`src/hdl/ucwf_pkg.sv`:
```
package ucwf_pkg;

  // Input transaction payload
  typedef struct packed {
    logic [7:0] in_byte;
    logic       in_last;
  } in_t;

  // Output transaction payload
  typedef struct packed {
    logic [7:0] out_byte;
    logic       byte_valid;
    logic       run_last;
    logic       stream_end;
  } out_t;

  // Classified byte as held in the queue and the pending window
  typedef struct packed {
    logic [7:0] data;
    logic       last;
    logic [2:0] seq_len;  // 1 to 4, 0 for a byte that cannot lead
    logic       cont;     // byte has the form 10xxxxxx
  } entry_t;

  localparam logic [15:0] MaxBytesReset = 16'd4096;
  localparam int unsigned CpWidth       = 21;

  // Sequence length announced by a lead byte
  function automatic logic [2:0] seq_length(logic [7:0] b);
    logic [2:0] len;
    if (b[7] == 1'b0) begin
      len = 3'd1;
    end else if ((b & 8'hE0) == 8'hC0) begin
      len = 3'd2;
    end else if ((b & 8'hF0) == 8'hE0) begin
      len = 3'd3;
    end else if ((b & 8'hF8) == 8'hF0) begin
      len = 3'd4;
    end else begin
      len = 3'd0;
    end
    return len;
  endfunction

  // Codepoint whitelist
  function automatic logic allowed_cp(logic [CpWidth-1:0] cp);
    logic ok;
    ok = (cp == 21'h09) || (cp == 21'h0A) || (cp == 21'h0D)
      || (cp >= 21'h20 && cp <= 21'h7E)
      || (cp >= 21'h0400 && cp <= 21'h052F)
      || (cp >= 21'h2600 && cp <= 21'h27BF)
      || (cp >= 21'h1F300 && cp <= 21'h1F64F)
      || (cp >= 21'h1F680 && cp <= 21'h1F6FF);
    return ok;
  endfunction

endpackage

```
`src/hdl/ucwf_front.sv`:
```
module ucwf_front import ucwf_pkg::*; (
  input  logic   in_valid_i,
  output logic   in_ready_o,
  input  in_t    in_data_i,
  input  logic   full_i,
  output logic   push_o,
  output entry_t entry_o
);

  // Accept while the queue has room
  assign in_ready_o = !full_i;
  assign push_o     = in_valid_i && !full_i;

  // Classify the byte on its way into the queue
  always_comb begin
    entry_o.data    = in_data_i.in_byte;
    entry_o.last    = in_data_i.in_last;
    entry_o.seq_len = seq_length(in_data_i.in_byte);
    entry_o.cont    = (in_data_i.in_byte[7:6] == 2'b10);
  end

endmodule

```
`src/hdl/ucwf_fifo.sv`:
```
module ucwf_fifo import ucwf_pkg::*; #(
  parameter int unsigned Depth = 4
) (
  input  logic   clk_i,
  input  logic   rst_ni,
  input  logic   push_i,
  input  entry_t entry_i,
  output logic   full_o,
  input  logic   pop_i,
  output logic   valid_o,
  output entry_t entry_o
);

  localparam int unsigned PtrW = (Depth > 1) ? $clog2(Depth) : 1;
  localparam int unsigned CntW = $clog2(Depth + 1);
  localparam logic [PtrW-1:0] LastPtr = PtrW'(Depth - 1);
  localparam logic [CntW-1:0] FullCnt = CntW'(Depth);

  entry_t          mem_q [Depth];
  logic [PtrW-1:0] wr_ptr_q, wr_ptr_d;
  logic [PtrW-1:0] rd_ptr_q, rd_ptr_d;
  logic [CntW-1:0] cnt_q, cnt_d;
  logic            do_push, do_pop;

  assign full_o  = (cnt_q == FullCnt);
  assign valid_o = (cnt_q != '0);
  assign entry_o = mem_q[rd_ptr_q];
  assign do_push = push_i && !full_o;
  assign do_pop  = pop_i && valid_o;

  // Advance pointers with explicit wrap
  always_comb begin
    wr_ptr_d = wr_ptr_q;
    rd_ptr_d = rd_ptr_q;
    cnt_d    = cnt_q;
    if (do_push) begin
      wr_ptr_d = (wr_ptr_q == LastPtr) ? '0 : wr_ptr_q + PtrW'(1);
    end
    if (do_pop) begin
      rd_ptr_d = (rd_ptr_q == LastPtr) ? '0 : rd_ptr_q + PtrW'(1);
    end
    if (do_push && !do_pop) begin
      cnt_d = cnt_q + CntW'(1);
    end else if (do_pop && !do_push) begin
      cnt_d = cnt_q - CntW'(1);
    end
  end

  always_ff @(posedge clk_i or negedge rst_ni) begin
    if (!rst_ni) begin
      wr_ptr_q <= '0;
      rd_ptr_q <= '0;
      cnt_q    <= '0;
    end else begin
      wr_ptr_q <= wr_ptr_d;
      rd_ptr_q <= rd_ptr_d;
      cnt_q    <= cnt_d;
    end
  end

  // Store the entry
  always_ff @(posedge clk_i) begin
    if (do_push) begin
      mem_q[wr_ptr_q] <= entry_i;
    end
  end

endmodule

```
`src/hdl/ucwf_back.sv`:
```
module ucwf_back import ucwf_pkg::*; (
  input  logic        clk_i,
  input  logic        rst_ni,
  input  logic        fifo_valid_i,
  input  entry_t      fifo_entry_i,
  output logic        fifo_pop_o,
  input  logic [15:0] max_bytes_i,
  output logic        out_valid_o,
  input  logic        out_ready_i,
  output out_t        out_data_o
);

  typedef enum logic [4:0] {
    S_IDLE  = 5'b00001,
    S_SCAN  = 5'b00010,
    S_EMIT  = 5'b00100,
    S_END   = 5'b01000,
    S_FLUSH = 5'b10000
  } state_e;

  state_e       state_q, state_d;
  entry_t       pend_q [4];
  entry_t       pend_d [4];
  logic [2:0]   count_q, count_d;
  logic [2:0]   rem_q, rem_d;
  logic         last_q, last_d;
  logic [15:0]  emitted_q, emitted_d;
  out_t         hold_q, hold_d;
  logic         hold_valid_q, hold_valid_d;
  out_t         out_q, out_d;
  logic         out_valid_q, out_valid_d;

  logic               can_push, blocked;
  logic [CpWidth-1:0] cp;
  logic               cont_ok;
  logic [2:0]         head_len;

  assign head_len = pend_q[0].seq_len;
  assign can_push = !out_valid_q || out_ready_i;
  assign blocked  = hold_valid_q && !can_push;

  // Decode the codepoint of the sequence at the head of the window
  always_comb begin
    unique case (head_len)
      3'd1:    cp = {14'd0, pend_q[0].data[6:0]};
      3'd2:    cp = {10'd0, pend_q[0].data[4:0], pend_q[1].data[5:0]};
      3'd3:    cp = {5'd0, pend_q[0].data[3:0], pend_q[1].data[5:0],
                     pend_q[2].data[5:0]};
      3'd4:    cp = {pend_q[0].data[2:0], pend_q[1].data[5:0],
                     pend_q[2].data[5:0], pend_q[3].data[5:0]};
      default: cp = '0;
    endcase
    cont_ok = (head_len < 3'd2 || pend_q[1].cont)
           && (head_len < 3'd3 || pend_q[2].cont)
           && (head_len < 3'd4 || pend_q[3].cont);
  end

  // Sequencer: one window action per cycle, unless a result it must pass is held by a stalled output
  always_comb begin
    logic       pop;
    logic       prod;
    out_t       prod_data;
    logic [2:0] shift_n;
    logic [2:0] src;

    state_d      = state_q;
    pend_d       = pend_q;
    count_d      = count_q;
    rem_d        = rem_q;
    last_d       = last_q;
    emitted_d    = emitted_q;
    hold_d       = hold_q;
    hold_valid_d = hold_valid_q;
    out_d        = out_q;
    out_valid_d  = out_valid_q && !out_ready_i;
    pop          = 1'b0;
    prod         = 1'b0;
    prod_data    = '0;
    shift_n      = 3'd0;
    src          = 3'd0;

    unique case (state_q)
      S_IDLE: begin
        // Take the next byte into the window
        if (fifo_valid_i) begin
          pop                    = 1'b1;
          pend_d[count_q[1:0]]   = fifo_entry_i;
          count_d                = count_q + 3'd1;
          last_d                 = fifo_entry_i.last;
          state_d                = S_SCAN;
        end
      end
      S_SCAN: begin
        if (count_q == 3'd0 || (head_len != 3'd0 && count_q < head_len)) begin
          state_d = last_q ? S_END : S_FLUSH;
        end else if (head_len == 3'd0 || !cont_ok) begin
          // Drop a bad lead and rescan
          shift_n = 3'd1;
        end else if (allowed_cp(cp)) begin
          rem_d   = head_len;
          state_d = S_EMIT;
        end else begin
          shift_n = head_len;
        end
      end
      S_EMIT: begin
        // Pass one byte of the sequence, subject to the byte limit
        if (emitted_q < max_bytes_i) begin
          if (!blocked) begin
            prod                 = 1'b1;
            prod_data.out_byte   = pend_q[0].data;
            prod_data.byte_valid = 1'b1;
            emitted_d            = emitted_q + 16'd1;
            shift_n              = 3'd1;
            rem_d                = rem_q - 3'd1;
          end
        end else begin
          shift_n = 3'd1;
          rem_d   = rem_q - 3'd1;
        end
        if (shift_n != 3'd0 && rem_q == 3'd1) begin
          state_d = S_SCAN;
        end
      end
      S_END: begin
        // Close the stream: end marker, clear window and byte count
        if (!blocked) begin
          prod                 = 1'b1;
          prod_data.stream_end = 1'b1;
          count_d              = 3'd0;
          emitted_d            = 16'd0;
          state_d              = S_FLUSH;
        end
      end
      S_FLUSH: begin
        // Release the final result of this byte
        if (!hold_valid_q) begin
          state_d = S_IDLE;
        end else if (can_push) begin
          out_d          = hold_q;
          out_d.run_last = 1'b1;
          out_valid_d    = 1'b1;
          hold_valid_d   = 1'b0;
          state_d        = S_IDLE;
        end
      end
      default: state_d = S_IDLE;
    endcase

    // Move the held result out and hold the new one
    if (prod) begin
      if (hold_valid_q) begin
        out_d          = hold_q;
        out_d.run_last = 1'b0;
        out_valid_d    = 1'b1;
      end
      hold_d       = prod_data;
      hold_valid_d = 1'b1;
    end

    // Shift the window down
    if (shift_n != 3'd0) begin
      for (int i = 0; i < 4; i++) begin
        src = 3'(i) + shift_n;
        if (src < 3'd4) begin
          pend_d[i] = pend_q[src[1:0]];
        end
      end
      count_d = count_q - shift_n;
    end

    fifo_pop_o = pop;
  end

  always_ff @(posedge clk_i or negedge rst_ni) begin
    if (!rst_ni) begin
      state_q      <= S_IDLE;
      count_q      <= 3'd0;
      rem_q        <= 3'd0;
      last_q       <= 1'b0;
      emitted_q    <= 16'd0;
      hold_valid_q <= 1'b0;
      out_valid_q  <= 1'b0;
    end else begin
      state_q      <= state_d;
      count_q      <= count_d;
      rem_q        <= rem_d;
      last_q       <= last_d;
      emitted_q    <= emitted_d;
      hold_valid_q <= hold_valid_d;
      out_valid_q  <= out_valid_d;
    end
  end

  // Payload registers
  always_ff @(posedge clk_i) begin
    pend_q <= pend_d;
    hold_q <= hold_d;
    out_q  <= out_d;
  end

  assign out_valid_o = out_valid_q;
  assign out_data_o  = out_q;

endmodule

```
`src/hdl/utf8_codepoint_whitelist_filter_top.sv`:
```
// Channel  | Handshake               | Payload
// ---------+-------------------------+------------------------------------------
// input    | in_valid_i / in_ready_o | in_data_i  : in_byte, in_last
// output   | out_valid_o/out_ready_i | out_data_o : out_byte, byte_valid,
//          |                         |              run_last, stream_end
// config   | cfg_valid_i/cfg_ready_o | cfg_data_i : max_output_bytes
//
// Bytes enter a FifoDepth-entry queue at one per cycle while it has room.
// The back sequencer loads a byte into its window, then drops, rejects or accepts
// each lead, passes or discards each byte, emits the end marker and releases the
// final result.
// Reset empties the queue and window and sets the byte limit to 4096.
// A stalled output holds the sequencer when it must pass a result; the queue keeps taking input while it has room.
module utf8_codepoint_whitelist_filter_top import ucwf_pkg::*; #(
  parameter int unsigned FifoDepth = 4
) (
  input  logic        clk_i,
  input  logic        rst_ni,
  input  logic        in_valid_i,
  output logic        in_ready_o,
  input  in_t         in_data_i,
  output logic        out_valid_o,
  input  logic        out_ready_i,
  output out_t        out_data_o,
  input  logic        cfg_valid_i,
  output logic        cfg_ready_o,
  input  logic [15:0] cfg_data_i
);

  logic        push, full, fifo_valid, fifo_pop;
  entry_t      push_entry, head_entry;
  logic [15:0] max_bytes_q;

  // Hold the byte limit
  assign cfg_ready_o = 1'b1;

  always_ff @(posedge clk_i or negedge rst_ni) begin
    if (!rst_ni) begin
      max_bytes_q <= MaxBytesReset;
    end else if (cfg_valid_i) begin
      max_bytes_q <= cfg_data_i;
    end
  end

  ucwf_front u_front (
    .in_valid_i (in_valid_i),
    .in_ready_o (in_ready_o),
    .in_data_i  (in_data_i),
    .full_i     (full),
    .push_o     (push),
    .entry_o    (push_entry)
  );

  ucwf_fifo #(
    .Depth (FifoDepth)
  ) u_fifo (
    .clk_i   (clk_i),
    .rst_ni  (rst_ni),
    .push_i  (push),
    .entry_i (push_entry),
    .full_o  (full),
    .pop_i   (fifo_pop),
    .valid_o (fifo_valid),
    .entry_o (head_entry)
  );

  ucwf_back u_back (
    .clk_i        (clk_i),
    .rst_ni       (rst_ni),
    .fifo_valid_i (fifo_valid),
    .fifo_entry_i (head_entry),
    .fifo_pop_o   (fifo_pop),
    .max_bytes_i  (max_bytes_q),
    .out_valid_o  (out_valid_o),
    .out_ready_i  (out_ready_i),
    .out_data_o   (out_data_o)
  );

endmodule

```
`config.mk`:
```
export PLATFORM = sky130hd
export DESIGN_NAME = utf8_codepoint_whitelist_filter_top
export DESIGN_NICKNAME = d
export VERILOG_FILES = /design/src/hdl/ucwf_pkg.sv /design/src/hdl/ucwf_front.sv /design/src/hdl/ucwf_fifo.sv /design/src/hdl/ucwf_back.sv /design/src/hdl/utf8_codepoint_whitelist_filter_top.sv
export SDC_FILE = /design/constraint.sdc
export NUM_CORES = 1
export LEC_CHECK = 0
export ABC_CLOCK_PERIOD_IN_PS = 3900
export BUFFER_PORTS_ARGS = -buffer_cell sky130_fd_sc_hd__buf_2
export CAP_MARGIN = 10
export CORE_ASPECT_RATIO = 1.75
export CORE_MARGIN = 2
export CORE_UTILIZATION = 57
export CTS_CLUSTER_SIZE = 12
export DETAILED_ROUTE_END_ITERATION = 16
export PLACE_DENSITY_LB_ADDON = 0.25
export SLEW_MARGIN = 5
export SYNTH_ARGS = -nofsm -noshare
export SYNTH_HDL_FRONTEND = slang
export SYNTH_HIERARCHICAL = 1
export SYNTH_SLANG_ARGS = --single-unit
export TNS_END_PERCENT = 10
```
`constraint.sdc`:
```
create_clock -name clk_i -period 3.9 [get_ports clk_i]
set_input_delay 0.39 -clock clk_i [delete_from_list [all_inputs] [get_ports clk_i]]
set_output_delay 0.39 -clock clk_i [all_outputs]
set_load 0.05 [all_outputs]
```
==> metrics.csv, run 1 <==
metric,value,unit
status,"finished, violations left",
failing checks,negative setup slack,
1st-pass router iterations,5,
"Hold Vio Cnt, Final",0,
nets,1106,
clk_lat worst skew,0.44,ns
Synth Area in XOR/XNOR,1.572,%
Clock Path Buffers,2,
"Slew Viols, Final",0,
crit path time final,3.958,ns
setup ws final,-0.05837,ns
clk_skew,0.01310,ns
setup violators final,1,
hold_ws,0.1699,ns
number of global-route vias before repair,8137,
adder-cell share of the synthesized area,4.398,%
Compound-Gate Fraction of Synth Area,11.41,%
clk slew on worst S/H paths,0.08,ns
largest net degree at the start of global routing,34,
Tcrit/Tclk final,101.5,%
Final ANT Viol Nets,0,
Post-synth top flop,edfxtp_1,
htree depth,4,
startpoint types,flop,
"FFs w/ async S/R, synth",30.46,%
Critical Path AT,4.27,ns
Post-Syn Area per Cell,11.08,sq um
hold depth,1,
detailed placement HPWL,19100,um
Synth cell types,93,
Port Buffers,42,
critical path class,flop to flop,
CORE AREA,18420,sq um
Max Cap Viol,0,
Initial Utilization,57.47,%
die outline width,107.0,um
WL/cell,21.19,um
vias per cell,6.338,
Final Wtd Congestion,0.9582,
drt drc,0,
layout cell share with drive strength beyond 1,30.29,%
clk sink count,174,
worst slew pin tran,0.8866,ns
FP Rows,66,
initial antenna violation count,0,
number of synthesized flops with an enable pin,73,
Total Routing Usage GR,28.21,%
Synth area leaders,"edfxtp_1, dfrtp_1, dfxtp_1",
worst hold start,in_data_i[2],
GR Overflow Total,0,
multiplexer area fraction after synthesis,19.04,%
Yosys reg bits,174,
n_diodes,0,
CP endpoint kind,flop,
Slew HR,40.89,%
Synth warnings,6,
area delta synth->final,16.96,%
Worst R2R End,u_back/count_q[2],
"Core Util, Final",67.22,%
"commonest cells after routing, fill and taps aside","nand2_1, buf_4, edfxtp_1",
"Seq/Total Area, Yosys",42.35,%
Worst VDD drop,0.0004926,V
"area leader, netlist",edfxtp_1,
"commonest non-fill, non-tap cell in the layout",nand2_1,
die area,19720,sq um
FF-to-FF setup slack,-0.06,ns
share of the synthesized area in the top cell type,20.71,%
clock root cell,clkbuf_16,
via count,8182,
RR Startpoint,u_back/head_len[0],
Hold EP,u_fifo/mem_q[1][6],
leakage power,5.317,nW
Die Height,184.3,um
Top Ports,44,
CTS tree,built,
Highest Clock Rate,252.6,MHz
Mapped Cells,955,
worst hold path class,primary input to flop,
first-pass GRT wire length,42550,um
mapped cell area,10580,sq um
Worst Path Required,4.21,ns
pwr/cell area,835.5,nW/um^2
largest family of logic cells by synthesized area,multiplexers,
syn_nets,1021,
CP max FO,12,
worst reg2reg path depth,16,
cts bufs inserted,17,
RSZ-0062 raised after global routing,yes,
Initial DRC Count,597,
Post-Synth Simple-Gate Area,15.40,%
Routed WL,27360,um
-- routing by layer --
layer	share of wire (%)	track usage, %
met1	36	30.69
met5	0	0
met4	7.1	20.26
met2	53	49.71
met3	4.2	3.784
-- worst max path at each step --
stage,from,endpoint,slack [ns],depth (start not counted)
final,u_back/head_len[0],u_back/count_q[2],-0.06,16
after floorplan,u_back/head_len[0],u_back/count_q[2],-0.12,19
after detailed placement,u_back/head_len[1],u_back/pend_q[15],-0.08,14
after global placement,u_back/head_len[0],u_back/pend_q[27],-0.04,16
after global routing,u_back/head_len[0],u_back/count_q[2],-0.13,16
after CTS,u_back/head_len[0],u_back/pend_q[39],0.01,17
-- what timing repair did --
item / in CTS / in global routing
buffers inserted: 2 / 6
gates resized for setup: 7 / 46
setup endpoints to repair: 37 / 51
hold endpoints to repair: 19 / 0
hold buffers: 1 / 0
pin swaps: 1 / 10
gates cloned: 1 / 1
-- per-stage QoR --
stage          worst slack, ns  setup TNS [ns]  power, W  instance area [sq um]  std cells
4_1_cts                0.01469               0  0.009988                  12110       1284
3_3_place_gp          -0.03572        -0.06397  0.008072                  11420       1248
2_1_floorplan          -0.1203         -0.2602  0.006522                  10630        955
6_report              -0.05837        -0.05837   0.01034                  12380       1291
5_1_grt                -0.1318         -0.6965   0.01091                  12380       1291
3_5_place_dp          -0.07690         -0.6622  0.008182                  11420       1248
-- cell families (layout without fill, tap and decap cells) --
family,after synthesis,after routing
DFF,174,174
muxes,147,147
adders and majority gates,36,36
other,1,1
and+or+nand+nor,292,292
buffers and inverters,112,210
xor gates and xnor gates,19,19
AOI/OAI and AO/OA,174,174
-- where the power goes --
part | leakage (nW) | internal [W] | switching (W)
registers | 1.74 | 0.00249 | 0.000715
logic | 3.28 | 0.00263 | 0.00280
clock network | 0.291 | 0.000872 | 0.000841
-- critical path, cell delays in order, from the launching register on --
cell     delay (ns)
dfxtp_4        0.37
buf_12         0.14
nor3b_4        0.33
a22oi_2        0.16
a211o_1        0.37
or4_1          0.52
a221o_1        0.41
and4_1         0.22
nand3_1        0.10
or3_4          0.16
inv_1          0.07
fa_2           0.35
xor2_2         0.16
inv_1          0.07
nand3_2        0.08
nand2_1        0.05
o311a_1        0.28
-- layout make-up --
type / instances / area (sq um)
repair buffers: 139 / 1124
multi-input cells: 669 / 5713
clock inverters: 15 / 177.7
well taps: 238 / 297.8
inverters: 39 / 153.9
fillers: 1345 / 6036
clock buffers: 17 / 425.4
flip-flops and latches: 174 / 4488
-- state kept, by name (all words and copies together), names as in the netlist, named ones only --
name,cells
u_back/count_q,3
u_back/hold_q,10
u_back/emitted_q,16
u_fifo/mem_q,52
u_back/head_len,3
u_fifo/cnt_q,3
u_back/hold_valid_q,1
u_fifo/wr_ptr_q,2
u_back/out_valid_o,1
u_back/rem_q,3
u_back/state_q,5
u_back/pend_q,45
u_back/last_q,1
max_bytes_q,16
u_fifo/rd_ptr_q,2
-- cells in the mapped netlist, types with 4 or more instances --
cell,number
nand2_1,88
edfxtp_1,73
mux2i_1,72
dfrtp_1,51
dfxtp_1,48
nor2_1,41
o21ai_0,40
inv_1,38
ha_1,34
mux4_2,34
and3_1,31
clkbuf_1,29
mux2_2,26
a21oi_1,23
and2_1,22
a211oi_1,18
nand3_1,17
buf_4,15
mux2_4,14
xor2_1,13
buf_6,12
a221oi_1,11
nand2b_1,11
nor3_1,10
buf_2,9
nand4_1,9
o21ai_1,9
a21o_1,8
a22oi_1,6
nor4bb_1,6
o211ai_1,6
or4_1,6
xnor2_1,6
nor2b_1,5
o2111ai_1,5
a31oi_1,4
and2_2,4
and4bb_2,4
buf_1,4
nand3b_1,4
nor4_1,4
o21a_1,4
o22ai_1,4
o31ai_1,4
Power figures use the tool's default switching activity.
==> inputs of run 2 (changes only) <==
- ABC_CLOCK_PERIOD_IN_PS: 3900 -> 4100
- CORE_UTILIZATION: 57 -> 63
- clock period: 3.9 -> 4.1 ns (I/O delays scaled with it)
==> metrics.csv, run 2 (same netlist as run 1, synthesis figures left out) <==
metric,value,unit
status,finished clean,
biggest regs,"u_fifo/mem_q: 52 flops, u_back/pend_q: 45 flops",
Placed Cells incl. Taps,1200,
"Core Util, Final",71.52,%
nets,1065,
first-pass GRT wire length,41830,um
Critical Path AT,4.29,ns
via count,7966,
Initial Utilization,64.36,%
FF-to-FF setup slack,0.12,ns
cts bufs inserted,17,
Clock Path Buffers,2,
setup violators final,0,
CP Cell Sequence,"buf_12, mux2_2, a211oi_1, a211o_1, or4_4, a221o_1, and4_1, nand3_1, or3_4, ha_1, buf_4, mux4_2, nand2_1, o21ai_0",
Fin Setup TNS,0,ns
FP Rows,62,
Initial DRC Count,552,
pwr/cell area,791.2,nW/um^2
Max Cap Viol,0,
Highest Clock Rate,251.3,MHz
number of global-route vias before repair,8190,
Worst R2R End,u_back/pend_q[3],
WL/cell,21.13,um
clk_lat worst skew,0.44,ns
startpoint types,flop,
area delta synth->final,11.14,%
largest reg by FF count,u_fifo/mem_q,
clk slew on worst S/H paths,0.07,ns
largest net degree at the start of global routing,54,
CORE AREA,16450,sq um
worst slew pin tran,0.9065,ns
cts hold-fix bufs,0,
leakage power,5.051,nW
clock root cell,clkbuf_16,
Total Routing Usage GR,30.55,%
"Slew Viols, Final",0,
Die Height,175.5,um
die outline width,102.0,um
CTS tree,built,
initial antenna violation count,0,
RR Startpoint,u_back/head_len[0],
worst reg2reg path depth,14,
"commonest non-fill, non-tap cell in the layout",nand2_1,
n_diodes,0,
overall power,0.009307,W
layout cell share with drive strength beyond 1,24.43,%
"Hold Vio Cnt, Final",0,
Worst Path Buf+Inv,2,
worst hold path class,primary input to async pin,
CP max FO,30,
RSZ-0062 raised after global routing,yes,
1st-pass router iterations,5,
vias per cell,6.450,
Top Ports,44,
crit-path leading delay family,compound AO/OA/AOI/OAI gates,
Worst Path Required,4.41,ns
critical path's slowest cell,a211oi_1,
Final Wtd Congestion,1.018,
clk_skew,0.01131,ns
die area,17890,sq um
Routed WL,26100,um
drt drc,0,
Slew HR,39.57,%
GR Overflow Total,0,
critical path class,flop to flop,
Final ANT Viol Nets,0,
max FFs per register,52,
Non-Filler Instances,1235,
Tcrit/Tclk final,97.06,%
Critical Path Max Stage Delay,0.46,ns
CP endpoint kind,flop,
htree depth,4,
Port Buffers,42,
"commonest cells after routing, fill and taps aside","nand2_1, edfxtp_1, mux2i_1",
Worst VDD drop,0.0005435,V
clk sink count,174,
crit path time final,3.980,ns
detailed placement HPWL,18460,um
run 2: changes by cell type in the layout (fill, tap and decap cells not counted), moves of 3 or more:
cell,delta
buf_4,-33
a211oi_1,+7
a211oi_2,-7
or4_1,+3
clkinv_8,-4
buf_12,-4
or4_4,-3
run 2: report_power, final:
group / switching [W] / leakage (nW) / internal, W
Combinational: 0.00250 / 3.03 / 0.00216
Sequential: 0.000656 / 1.74 / 0.00237
Clock: 0.000710 / 0.279 / 0.000908
run 2: through the flow:
step,hold slack [ns],cell area [sq um],worst slack (ns)
after floorplan,0.1144,10600,-0.01261
after global placement,0.4849,11080,0.08109
after detailed placement,0.5003,11080,-0.009532
final,0.08360,11760,0.1204
after CTS,0.09619,11670,0.03066
after global routing,0.1513,11760,-0.06878
run 2: how the worst max path moves through the flow:
stage	end	slack, ns	from	depth (start not counted)
finish	u_back/pend_q[3]	0.12	u_back/head_len[0]	14
global route	u_back/pend_q[15]	-0.07	u_back/head_len[0]	14
CTS	u_back/head_len[1]	0.03	u_back/pend_q[44]	15
detailed placement	u_back/head_len[1]	-0.01	u_back/head_len[2]	16
global placement	u_back/count_q[2]	0.08	u_back/head_len[2]	16
floorplan	u_back/pend_q[11]	-0.01	u_back/head_len[1]	18
run 2: what timing repair did:
action	in CTS	in global routing
pin swaps	0	2
resized for setup	1	17
buffers inserted	0	4
setup endpoints to repair	3	37
run 2: final cells by class:
| class | count | area, sq um |
|---|---|---|
| clock buffers | 18 | 429.2 |
| repair buffers | 98 | 710.7 |
| multi-input cells | 669 | 5552 |
| flip-flops and latches | 174 | 4488 |
| inverters | 39 | 151.4 |
| clock inverters | 13 | 151.4 |
| fillers | 1176 | 4683 |
| well taps | 224 | 280.3 |
run 2: per-layer routing:
metal  global-route usage, %  vias to the layer above  routed length (um)
li1                        -                     3643                   -
met2                   51.89                      331               13600
met5                       0                        -                   0
met4                   21.33                        0                1965
met1                   33.84                     3865                9294
met3                   5.412                      127                1234
